## config.mk

```make
export PLATFORM = sky130hd
export DESIGN_NAME = dual_hbridge_slew_reverse_ctrl
export DESIGN_NICKNAME = d
export VERILOG_FILES = /design/src/rtl/hbsr_pkg.sv /design/src/rtl/hbsr_channel.sv /design/src/rtl/hbsr_scale.sv /design/src/rtl/dual_hbridge_slew_reverse_ctrl.sv
export VERILOG_INCLUDE_DIRS = /design/src /design/src/rtl
export SDC_FILE = /design/constraint.sdc
export NUM_CORES = 2
export LEC_CHECK = 0
export BUFFER_PORTS_ARGS = -buffer_cell sky130_fd_sc_hd__buf_2
export CAP_MARGIN = 40
export CORE_MARGIN = 4
export CORE_UTILIZATION = 60
export CTS_CLUSTER_DIAMETER = 30
export CTS_CLUSTER_SIZE = 10
export DETAILED_ROUTE_END_ITERATION = 10
export PLACE_DENSITY = 0.84
export RECOVER_POWER = 50
export SLEW_MARGIN = 10
export SYNTH_ARGS = -nofsm -noshare
export SYNTH_HDL_FRONTEND = slang
export SYNTH_SLANG_ARGS = --single-unit
```

## constraint.sdc

```tcl
create_clock -name clk -period 13.7 [get_ports clk]
set_clock_uncertainty 0.05 [all_clocks]
set_input_delay 0 -clock clk [delete_from_list [all_inputs] [get_ports clk]]
set_output_delay 0 -clock clk [all_outputs]
set_load 0.005 [all_outputs]
```

## src/rtl/dual_hbridge_slew_reverse_ctrl_assert.svh

```systemverilog
// Assertion macros for the dual H-bridge drive controller.
// Used by the top level; relies on signals named clk and rst in the including scope.
`ifndef DUAL_HBRIDGE_SLEW_REVERSE_CTRL_ASSERT_SVH
`define DUAL_HBRIDGE_SLEW_REVERSE_CTRL_ASSERT_SVH

// Same-cycle implication, disabled during reset.
`define HBSR_ASSERT_NOW(label, ante, cons) \
  label: assert property (@(posedge clk) disable iff (rst) (ante) |-> (cons)) \
    else $error("hbsr assertion failed");

// Next-cycle implication, disabled during reset.
`define HBSR_ASSERT_NEXT(label, ante, cons) \
  label: assert property (@(posedge clk) disable iff (rst) (ante) |=> (cons)) \
    else $error("hbsr assertion failed");

`endif

```

## src/rtl/hbsr_pkg.sv

```systemverilog
// Shared types, codes, constants and helper functions of the dual H-bridge controller.
// No dependencies; used by the channel, scale and top-level modules and by the testbench.
`timescale 1ns / 1ps

package hbsr_pkg;

  localparam int unsigned SPEED_W = 10;

  localparam logic [SPEED_W-1:0] SPEED_LIMIT     = 10'd1000;
  localparam logic [15:0]        AR_RESET        = 16'd3199;
  localparam logic [SPEED_W-1:0] STEP_RESET      = 10'd50;
  localparam logic [15:0]        WAIT_RESET      = 16'd100;
  // floor(2^32 / 1000), used to divide the PWM product by the speed limit.
  localparam logic [22:0]        RECIP_LIMIT     = 23'd4294967;
  localparam logic [25:0]        LIMIT_WIDE      = 26'd1000;

  typedef enum logic [1:0] {
    DIR_FWD   = 2'd0,
    DIR_REV   = 2'd1,
    DIR_BRAKE = 2'd2,
    DIR_COAST = 2'd3
  } dir_t;

  typedef enum logic [2:0] {
    CMD_UPDATE      = 3'd0,
    CMD_SET_DIR_SPD = 3'd1,
    CMD_SET_DIR     = 3'd2,
    CMD_SET_SPD     = 3'd3,
    CMD_STOP        = 3'd4,
    CMD_EMERGENCY   = 3'd5,
    CMD_STANDBY_ON  = 3'd6,
    CMD_STANDBY_OFF = 3'd7
  } cmd_t;

  typedef enum logic [1:0] {
    REG_AUTO_RELOAD  = 2'd0,
    REG_SLEW_STEP    = 2'd1,
    REG_REVERSE_WAIT = 2'd2
  } cfg_reg_t;

  typedef struct packed {
    logic               update;
    logic               emergency;
    logic               set_dir;
    logic               set_speed;
    dir_t               dir;
    logic [SPEED_W-1:0] speed;
    logic [31:0]        now_ms;
    logic [SPEED_W-1:0] slew_step;
    logic [15:0]        reverse_wait_ms;
  } chan_cmd_t;

  typedef struct packed {
    dir_t               dir;
    logic [SPEED_W-1:0] speed;
    logic               reversing;
  } chan_state_t;

  function automatic logic is_turning(dir_t d);
    return (d == DIR_FWD) || (d == DIR_REV);
  endfunction

  // Returns {in2, in1} for a direction.
  function automatic logic [1:0] dir_pins(dir_t d);
    logic in1;
    logic in2;
    in1 = (d == DIR_FWD) || (d == DIR_BRAKE);
    in2 = (d == DIR_REV) || (d == DIR_BRAKE);
    return {in2, in1};
  endfunction

endpackage

```

## src/rtl/hbsr_channel.sv

```systemverilog
// State and next-state logic of one motor channel: goal, slew and reversal sequence.
// Depends on hbsr_pkg.
`timescale 1ns / 1ps

module hbsr_channel (
  input  logic                clk,
  input  logic                rst,
  input  logic                accept,
  input  hbsr_pkg::chan_cmd_t cmd,
  output hbsr_pkg::chan_state_t state_next
);

  hbsr_pkg::dir_t                goal_dir;
  hbsr_pkg::dir_t                goal_dir_next;
  hbsr_pkg::dir_t                applied_dir;
  hbsr_pkg::dir_t                applied_dir_next;
  logic [hbsr_pkg::SPEED_W-1:0]  goal_speed;
  logic [hbsr_pkg::SPEED_W-1:0]  goal_speed_next;
  logic [hbsr_pkg::SPEED_W-1:0]  applied_speed;
  logic [hbsr_pkg::SPEED_W-1:0]  applied_speed_next;
  logic [31:0]                   rev_start;
  logic [31:0]                   rev_start_next;
  logic                          in_reversal;
  logic                          in_reversal_next;

  logic [hbsr_pkg::SPEED_W-1:0]  step_down;
  logic [hbsr_pkg::SPEED_W:0]    step_up;
  logic [31:0]                   elapsed;
  logic                          hold;

  assign step_down = (applied_speed > cmd.slew_step) ? (applied_speed - cmd.slew_step)
                                                     : '0;
  assign step_up   = {1'b0, applied_speed} + {1'b0, cmd.slew_step};
  assign elapsed   = cmd.now_ms - rev_start;

  always_comb begin
    goal_dir_next      = goal_dir;
    goal_speed_next    = goal_speed;
    applied_dir_next   = applied_dir;
    applied_speed_next = applied_speed;
    rev_start_next     = rev_start;
    in_reversal_next   = in_reversal;
    hold               = 1'b0;
    if (cmd.emergency) begin
      goal_dir_next      = hbsr_pkg::DIR_BRAKE;
      goal_speed_next    = '0;
      applied_dir_next   = hbsr_pkg::DIR_BRAKE;
      applied_speed_next = '0;
      in_reversal_next   = 1'b0;
    end else if (cmd.update) begin
      if (in_reversal) begin
        if (applied_speed != '0) begin
          applied_speed_next = step_down;
          hold               = 1'b1;
        end else if (elapsed < {16'b0, cmd.reverse_wait_ms}) begin
          hold = 1'b1;
        end else begin
          in_reversal_next = 1'b0;
        end
      end
      if (!hold) begin
        if (!in_reversal && hbsr_pkg::is_turning(applied_dir) &&
            hbsr_pkg::is_turning(goal_dir) && (applied_dir != goal_dir) &&
            (applied_speed != '0)) begin
          in_reversal_next = 1'b1;
          rev_start_next   = cmd.now_ms;
        end else begin
          applied_dir_next = goal_dir;
          if (applied_speed < goal_speed) begin
            applied_speed_next = (step_up > {1'b0, goal_speed}) ? goal_speed
                                                                : step_up[hbsr_pkg::SPEED_W-1:0];
          end else if (applied_speed > goal_speed) begin
            applied_speed_next = (step_down < goal_speed) ? goal_speed : step_down;
          end
        end
      end
    end else begin
      if (cmd.set_dir) begin
        goal_dir_next = cmd.dir;
      end
      if (cmd.set_speed) begin
        goal_speed_next = cmd.speed;
      end
    end
  end

  always_ff @(posedge clk) begin
    if (rst) begin
      goal_dir      <= hbsr_pkg::DIR_COAST;
      goal_speed    <= '0;
      applied_dir   <= hbsr_pkg::DIR_COAST;
      applied_speed <= '0;
      rev_start     <= '0;
      in_reversal   <= 1'b0;
    end else if (accept) begin
      goal_dir      <= goal_dir_next;
      goal_speed    <= goal_speed_next;
      applied_dir   <= applied_dir_next;
      applied_speed <= applied_speed_next;
      rev_start     <= rev_start_next;
      in_reversal   <= in_reversal_next;
    end
  end

  // With no item accepted the next state equals the current one.
  always_comb begin
    if (accept) begin
      state_next.dir       = applied_dir_next;
      state_next.speed     = applied_speed_next;
      state_next.reversing = in_reversal_next;
    end else begin
      state_next.dir       = applied_dir;
      state_next.speed     = applied_speed;
      state_next.reversing = in_reversal;
    end
  end

endmodule

```

## src/rtl/hbsr_scale.sv

```systemverilog
// Two-stage PWM compare scaling: speed * auto_reload, then division by the speed limit.
// The division uses a reciprocal product with one correction step. Depends on hbsr_pkg.
`timescale 1ns / 1ps

module hbsr_scale (
  input  logic                               clk,
  input  logic                               load_prod,
  input  logic                               load_quot,
  input  logic [hbsr_pkg::SPEED_W-1:0]       speed,
  input  logic [15:0]                        auto_reload,
  output logic [15:0]                        compare_next
);

  logic [25:0] prod;
  logic [25:0] prod_q;
  logic [15:0] quot;
  logic [47:0] recip_prod;
  logic [25:0] back;
  logic [25:0] rem;
  logic [15:0] quot_fix;

  assign recip_prod = 48'(prod) * 48'(hbsr_pkg::RECIP_LIMIT);

  always_ff @(posedge clk) begin
    if (load_prod) begin
      prod <= {16'b0, speed} * {10'b0, auto_reload};
    end
    if (load_quot) begin
      prod_q <= prod;
      quot   <= recip_prod[47:32];
    end
  end

  // The reciprocal estimate is the exact quotient or one below it.
  assign back         = {10'b0, quot} * hbsr_pkg::LIMIT_WIDE;
  assign rem          = prod_q - back;
  assign quot_fix     = (rem >= hbsr_pkg::LIMIT_WIDE) ? (quot + 16'd1) : quot;
  assign compare_next = (quot_fix > auto_reload) ? auto_reload : quot_fix;

endmodule

```

## src/rtl/dual_hbridge_slew_reverse_ctrl.sv

```systemverilog
// Top level of the dual H-bridge drive controller: command decode, configuration,
// channel state, output pipeline. Depends on hbsr_pkg, hbsr_channel, hbsr_scale.
//
//   Channel   Handshake                Payload
//   s_*       s_tvalid / s_tready      s_tuser: cmd, channel; s_tdata: direction, speed, now_ms
//   m_*       m_tvalid / m_tready      m_tdata: pins, compare values, standby, reversal flags
//   cfg_*     cfg_valid / cfg_ready    cfg_index, cfg_data
//
// One item is accepted per cycle while s_tready is high; each result is registered stage by stage.
// The pipeline stages are: state update, speed product, reciprocal product, correction.
// Each stage has its own valid bit, so bubbles are squeezed out while m_tready is low.
// Synchronous reset restores the channel state and the register defaults; cfg_ready stays high.
`timescale 1ns / 1ps

module dual_hbridge_slew_reverse_ctrl (
  input  logic        clk,
  input  logic        rst,
  input  logic        s_tvalid,
  output logic        s_tready,
  input  logic [3:0]  s_tuser,   // cmd[2:0], channel[3]
  input  logic [55:0] s_tdata,   // direction[1:0], speed[17:2], now_ms[49:18], zero fill
  output logic        m_tvalid,
  input  logic        m_tready,
  // a_in1[0], a_in2[1], b_in1[2], b_in2[3], compare_a[19:4], compare_b[35:20],
  // standby_n[36], reversing_a[37], reversing_b[38], zero fill[39]
  output logic [39:0] m_tdata,
  input  logic        cfg_valid,
  output logic        cfg_ready,
  input  logic [1:0]  cfg_index,
  input  logic [15:0] cfg_data
);

  typedef struct packed {
    hbsr_pkg::dir_t dir_a;
    hbsr_pkg::dir_t dir_b;
    logic           standby_n;
    logic           rev_a;
    logic           rev_b;
  } flags_t;

  logic [15:0]                  auto_reload;
  logic [hbsr_pkg::SPEED_W-1:0] slew_step;
  logic [15:0]                  reverse_wait_ms;
  logic                         driver_enabled;
  logic                         driver_enabled_next;

  hbsr_pkg::cmd_t               cmd;
  logic                         chan_sel;
  hbsr_pkg::dir_t               dir_in;
  logic [15:0]                  speed_raw;
  logic [hbsr_pkg::SPEED_W-1:0] speed_clamped;
  logic                         set_dir;
  logic                         set_speed;
  logic                         accept;
  hbsr_pkg::chan_cmd_t          cmd_a;
  hbsr_pkg::chan_cmd_t          cmd_b;
  hbsr_pkg::chan_state_t        state_a_next;
  hbsr_pkg::chan_state_t        state_b_next;

  logic                         v1;
  logic                         v2;
  logic                         v3;
  logic                         ready1;
  logic                         ready2;
  logic                         ready3;
  logic                         adv_out;
  flags_t                       flags1;
  flags_t                       flags2;
  flags_t                       flags3;
  flags_t                       flags_out;
  logic [hbsr_pkg::SPEED_W-1:0] speed1_a;
  logic [hbsr_pkg::SPEED_W-1:0] speed1_b;
  logic [15:0]                  cmp_a_next;
  logic [15:0]                  cmp_b_next;
  logic [15:0]                  cmp_a;
  logic [15:0]                  cmp_b;

  assign cfg_ready = 1'b1;

  always_ff @(posedge clk) begin
    if (rst) begin
      auto_reload     <= hbsr_pkg::AR_RESET;
      slew_step       <= hbsr_pkg::STEP_RESET;
      reverse_wait_ms <= hbsr_pkg::WAIT_RESET;
    end else if (cfg_valid && cfg_ready) begin
      case (cfg_index)
        hbsr_pkg::REG_AUTO_RELOAD:  auto_reload     <= cfg_data;
        hbsr_pkg::REG_SLEW_STEP:    slew_step       <= cfg_data[hbsr_pkg::SPEED_W-1:0];
        hbsr_pkg::REG_REVERSE_WAIT: reverse_wait_ms <= cfg_data;
        default: ;
      endcase
    end
  end

  assign cmd           = hbsr_pkg::cmd_t'(s_tuser[2:0]);
  assign chan_sel      = s_tuser[3];
  assign speed_raw     = s_tdata[17:2];
  assign speed_clamped = (speed_raw > {6'b0, hbsr_pkg::SPEED_LIMIT}) ? hbsr_pkg::SPEED_LIMIT
                                                                     : speed_raw[9:0];
  assign accept        = s_tvalid && s_tready;

  always_comb begin
    set_dir             = 1'b0;
    set_speed           = 1'b0;
    dir_in              = hbsr_pkg::dir_t'(s_tdata[1:0]);
    driver_enabled_next = driver_enabled;
    case (cmd)
      hbsr_pkg::CMD_SET_DIR_SPD: begin
        set_dir   = 1'b1;
        set_speed = 1'b1;
      end
      hbsr_pkg::CMD_SET_DIR: set_dir = 1'b1;
      hbsr_pkg::CMD_SET_SPD: set_speed = 1'b1;
      hbsr_pkg::CMD_STOP: begin
        set_dir   = 1'b1;
        set_speed = 1'b1;
        dir_in    = hbsr_pkg::DIR_COAST;
      end
      hbsr_pkg::CMD_EMERGENCY:   driver_enabled_next = 1'b0;
      hbsr_pkg::CMD_STANDBY_ON:  driver_enabled_next = 1'b0;
      hbsr_pkg::CMD_STANDBY_OFF: driver_enabled_next = 1'b1;
      default: ;
    endcase
  end

  always_comb begin
    cmd_a.update          = (cmd == hbsr_pkg::CMD_UPDATE);
    cmd_a.emergency       = (cmd == hbsr_pkg::CMD_EMERGENCY);
    cmd_a.set_dir         = set_dir && !chan_sel;
    cmd_a.set_speed       = set_speed && !chan_sel;
    cmd_a.dir             = dir_in;
    cmd_a.speed           = (cmd == hbsr_pkg::CMD_STOP) ? '0 : speed_clamped;
    cmd_a.now_ms          = s_tdata[49:18];
    cmd_a.slew_step       = slew_step;
    cmd_a.reverse_wait_ms = reverse_wait_ms;
    cmd_b                 = cmd_a;
    cmd_b.set_dir         = set_dir && chan_sel;
    cmd_b.set_speed       = set_speed && chan_sel;
  end

  always_ff @(posedge clk) begin
    if (rst) begin
      driver_enabled <= 1'b1;
    end else if (accept) begin
      driver_enabled <= driver_enabled_next;
    end
  end

  hbsr_channel u_chan_a (
    .clk        (clk),
    .rst        (rst),
    .accept     (accept),
    .cmd        (cmd_a),
    .state_next (state_a_next)
  );

  hbsr_channel u_chan_b (
    .clk        (clk),
    .rst        (rst),
    .accept     (accept),
    .cmd        (cmd_b),
    .state_next (state_b_next)
  );

  assign adv_out  = !m_tvalid || m_tready;
  assign ready3   = !v3 || adv_out;
  assign ready2   = !v2 || ready3;
  assign ready1   = !v1 || ready2;
  assign s_tready = ready1;

  always_ff @(posedge clk) begin
    if (rst) begin
      v1       <= 1'b0;
      v2       <= 1'b0;
      v3       <= 1'b0;
      m_tvalid <= 1'b0;
    end else begin
      if (ready1) begin
        v1 <= s_tvalid;
      end
      if (ready2) begin
        v2 <= v1;
      end
      if (ready3) begin
        v3 <= v2;
      end
      if (adv_out) begin
        m_tvalid <= v3;
      end
    end
  end

  always_ff @(posedge clk) begin
    if (ready1) begin
      flags1.dir_a     <= state_a_next.dir;
      flags1.dir_b     <= state_b_next.dir;
      flags1.standby_n <= accept ? driver_enabled_next : driver_enabled;
      flags1.rev_a     <= state_a_next.reversing;
      flags1.rev_b     <= state_b_next.reversing;
      speed1_a         <= state_a_next.speed;
      speed1_b         <= state_b_next.speed;
    end
    if (ready2) begin
      flags2 <= flags1;
    end
    if (ready3) begin
      flags3 <= flags2;
    end
    if (adv_out) begin
      flags_out <= flags3;
      cmp_a     <= cmp_a_next;
      cmp_b     <= cmp_b_next;
    end
  end

  hbsr_scale u_scale_a (
    .clk          (clk),
    .load_prod    (ready2),
    .load_quot    (ready3),
    .speed        (speed1_a),
    .auto_reload  (auto_reload),
    .compare_next (cmp_a_next)
  );

  hbsr_scale u_scale_b (
    .clk          (clk),
    .load_prod    (ready2),
    .load_quot    (ready3),
    .speed        (speed1_b),
    .auto_reload  (auto_reload),
    .compare_next (cmp_b_next)
  );

  assign m_tdata = {1'b0, flags_out.rev_b, flags_out.rev_a, flags_out.standby_n,
                    cmp_b, cmp_a,
                    hbsr_pkg::dir_pins(flags_out.dir_b), hbsr_pkg::dir_pins(flags_out.dir_a)};

`include "dual_hbridge_slew_reverse_ctrl_assert.svh"

  `HBSR_ASSERT_NOW(a_stall_full, !s_tready, v1 && v2 && v3 && m_tvalid)
  `HBSR_ASSERT_NOW(a_rev_turning_a, state_a_next.reversing,
                   (state_a_next.dir == hbsr_pkg::DIR_FWD) ||
                   (state_a_next.dir == hbsr_pkg::DIR_REV))
  `HBSR_ASSERT_NOW(a_rev_turning_b, state_b_next.reversing,
                   (state_b_next.dir == hbsr_pkg::DIR_FWD) ||
                   (state_b_next.dir == hbsr_pkg::DIR_REV))
  `HBSR_ASSERT_NEXT(a_emergency_stop, accept && (cmd == hbsr_pkg::CMD_EMERGENCY),
                    (speed1_a == '0) && (speed1_b == '0) && !flags1.standby_n)

endmodule

```

==> metrics <==
setup TNS 0 ps; Max Root-Sink Buffers 3; Sink Count 371; CTS Root Cell clkbuf_16; post-cts sizing count 0; Die Y 319 µm; first-pass GRT wire length 253,000 µm; combinational power share 76.4%; clock transition at the registers of the reported paths 50 ps; I/O Pins 126; final hold vios 0; post-synthesis sequential area ratio 16.4%; post-route ant nets 0; CP required 13,990 ps; TritonCTS clock tree done; Gate Count Post-Synth 6,387; Initial DRT Pass Iterations 6; M3 GR Usage 5.99%; failing checks capacitance limit, slew limit; maxcap violations 5; Min Clock Period, post-route 11,610 ps; Switching Share 50.6%; slew margin rel. -108%; kind of start point of the critical path flop; hold_ws 7.77 ps; FFs w/ async S/R, synth 0%; postcts setup bufs 0; Int Pwr 8.08 mW; FF+latch count, synth 371; Fmax 86.1 MHz; Vias/cell 5.90; CP Depth 42; detailed-route wire length 156,000 µm; HPWL after DPL 120,000 µm; worst-margin pin slew 3120 ps; Synth cell types 102; share of layout cells above drive strength 1 5.34%; Tot Pwr 16.4 mW; Synthesized Nets 8,174; synth top area cells fa_1 23%, ha_1 22%, edfxtp_1 11%, inv_1 8.6%, dfxtp_1 5.5%; Yosys warning count 0; GR peak layer met2; Leak 31.9 nW; vias in the first global route 49,400; Final GP Congestion 0.973; routed via count 46,800; remaining global-route overflow 0; initial antenna violation count 11; Hold Crit Class primary input to flop; # rows 113; Worst path slowest cell nor4b_4; Initial Utilization 60.9%; DRC violations left 0; cts hold-fix bufs 91; First DRT Iteration DRCs 3,996; Worst Setup End Kind flop; Total Routing Usage GR 30.7%; Final #Nets 8,362; cell with the most instances after synthesis inv_1; Port Buffer Count 117; largest stage delay on the critical path 770 ps; Flop pwr share 10.6%; Pins Over Slew Limit 212; Worst Path Arrival 11,900 ps; Die ar. 0.102 mm²; fin crit share 84.8%; Inserted Clock Buffers 85; Reg2Reg Capture Point cmp_a[10]; status finished with violations; htree depth 3; top-area cell type share of the netlist area 23.1%; worst reg2reg path startpoint u_scale_a.quot[0]; syn avg cell area 9.11 µm²; synth cell count leaders 1,337 x inv_1, 1,032 x ha_1, 672 x fa_1; EDFF count, synth 210; area leader, netlist fa_1; crit path max fanout 14; Die X-Extent 319 µm; Syn Std Cell Area 0.0582 mm²; CP most frequent cell o21a_1; core area 0.0956 mm²; PwrDens 255 mW/mm²; Worst R2R Path Depth 42; final setup fails 0; CP Buf/Inv Count 3; crit path from u_scale_a.quot[0]; mean routed wirelength per cell 19.7 µm; area grow syn2layout 10.1%; Worst path top cell family by delay compound AO/OA/AOI/OAI gates; met2 usage 51.3%; met1 usage 37.8%; RSZ-0062 raised after global routing false; later-pin clock latency in the skew report 660 ps; Max VDD drop 0.345 mV; largest net degree at the start of global routing 80; Worst Setup Path Type flop to flop; Reg2Reg Setup Slack 2090 ps; Critical path destination cmp_a[10]; NetSw 8.28 mW; clock network power share 13.1%; ys flop type edfxtp_1
## cells in the final DEF (no fill, tap or decap), types with 19 or more instances in the layout
cell           count
nor3_1            78
xor2_1            70
and3_1            34
nor2b_1           43
xnor2_1          150
clkbuf_16         86
ha_1            1032
a211oi_1          35
a21o_1           106
nand2_1          591
or2_2             19
fa_1             672
o2111ai_1         20
edfxtp_1         210
a21oi_1          333
mux2i_1           54
dlygate4sd3_1     91
and2_1           163
o21bai_1          34
mux2_2            30
a31oi_1           32
buf_2             82
o211ai_1          44
nor2_1           254
o21ai_0          183
nor4_1            29
dfxtp_1          161
o21a_1            58
nand3_1           72
or3_1             26
nand4_1           57
nand2b_1          34
inv_1           1337
clkbuf_1          45
buf_4             29
a21boi_0          19
## metrics by stage
step                      worst slack (ps)  area, µm²  std cells  utilization, %
final                                 2090      64000       7919            67.0
after floorplan                       3290      58200       6387               -
after CTS                             2270      64200       7910            67.1
after global placement                2370      60000       7645            62.8
after global routing                  1550      64000       7915            67.0
after detailed placement              2410      60200       7660            63.0
## layer usage
metal | vias to the layer above | wire [µm]
met1 | 22700 | 59900
met2 | 1993 | 73700
met4 | 6 | 9230
met3 | 578 | 12900
met5 | - | 23
li1 | 21500 | -
## registers in the layout, indices dropped and copies added, names as in the netlist, 16 cells and up
signal              flops
auto_reload            16
cmp_a                  16
cmp_b                  16
reverse_wait_ms        16
u_chan_a.rev_start     32
u_chan_b.rev_start     32
u_scale_a.prod         26
u_scale_a.prod_q       23
u_scale_a.quot         16
u_scale_b.prod         26
u_scale_b.prod_q       23
u_scale_b.quot         16
## worst min-delay path: cells and delay by family
family,cells,cell delay [ps]
and+or+nand+nor,5,510
muxes,1,90
buffers and inverters,1,70
## area by class of cell
type / instances / area, µm²
Tap cell: 1265 / 1580
Clock inverter: 68 / 838
Multi-Input combinational cell: 4523 / 43000
Fill cell: 7081 / 31500
Clock buffer: 91 / 2210
Antenna cell: 7 / 17.5
Inverter: 1340 / 5030
Timing Repair Buffer: 254 / 1810
Sequential cell: 371 / 9530
## power by group through the flow
stage	registers, mW	clock network, mW	logic [mW]
floorplan	1.54	0	9.39
global placement	1.73	0	11.6
detailed placement	1.73	0	12.2
CTS	1.72	2.14	12.4
global route	1.73	2.21	14.2
finish	1.73	2.14	12.5
## logic make-up (layout without fill, tap and decap cells)
family,after synthesis,count (layout),share of synthesized area (%)
AOI/OAI and AO/OA,1043,1043,11.6
xor gates and xnor gates,220,220,3.31
adders and majority gates,1704,1704,45.3
buffers and inverters,1493,1753,9.70
DFF,371,371,16.4
muxes,84,84,1.51
other,2,9,0.0129
and+or+nand+nor,1470,1470,12.1
## how the worst min path moves through the flow
| stage | startpoint | to | slack [ps] | cells after the start |
|---|---|---|---|---|
| finish | s_tdata[17] | u_chan_a.goal_speed[8] | 8 | 7 |
| global route | s_tdata[17] | u_chan_a.goal_speed[7] | 100 | 7 |
| CTS | s_tdata[12] | u_chan_a.goal_speed[8] | 3 | 7 |
| detailed placement | cfg_data[10] | auto_reload[10] | 200 | 3 |
| global placement | cfg_data[10] | auto_reload[10] | 200 | 3 |
| floorplan | s_tvalid | v1 | 80 | 2 |
Power figures use the tool's default switching activity.
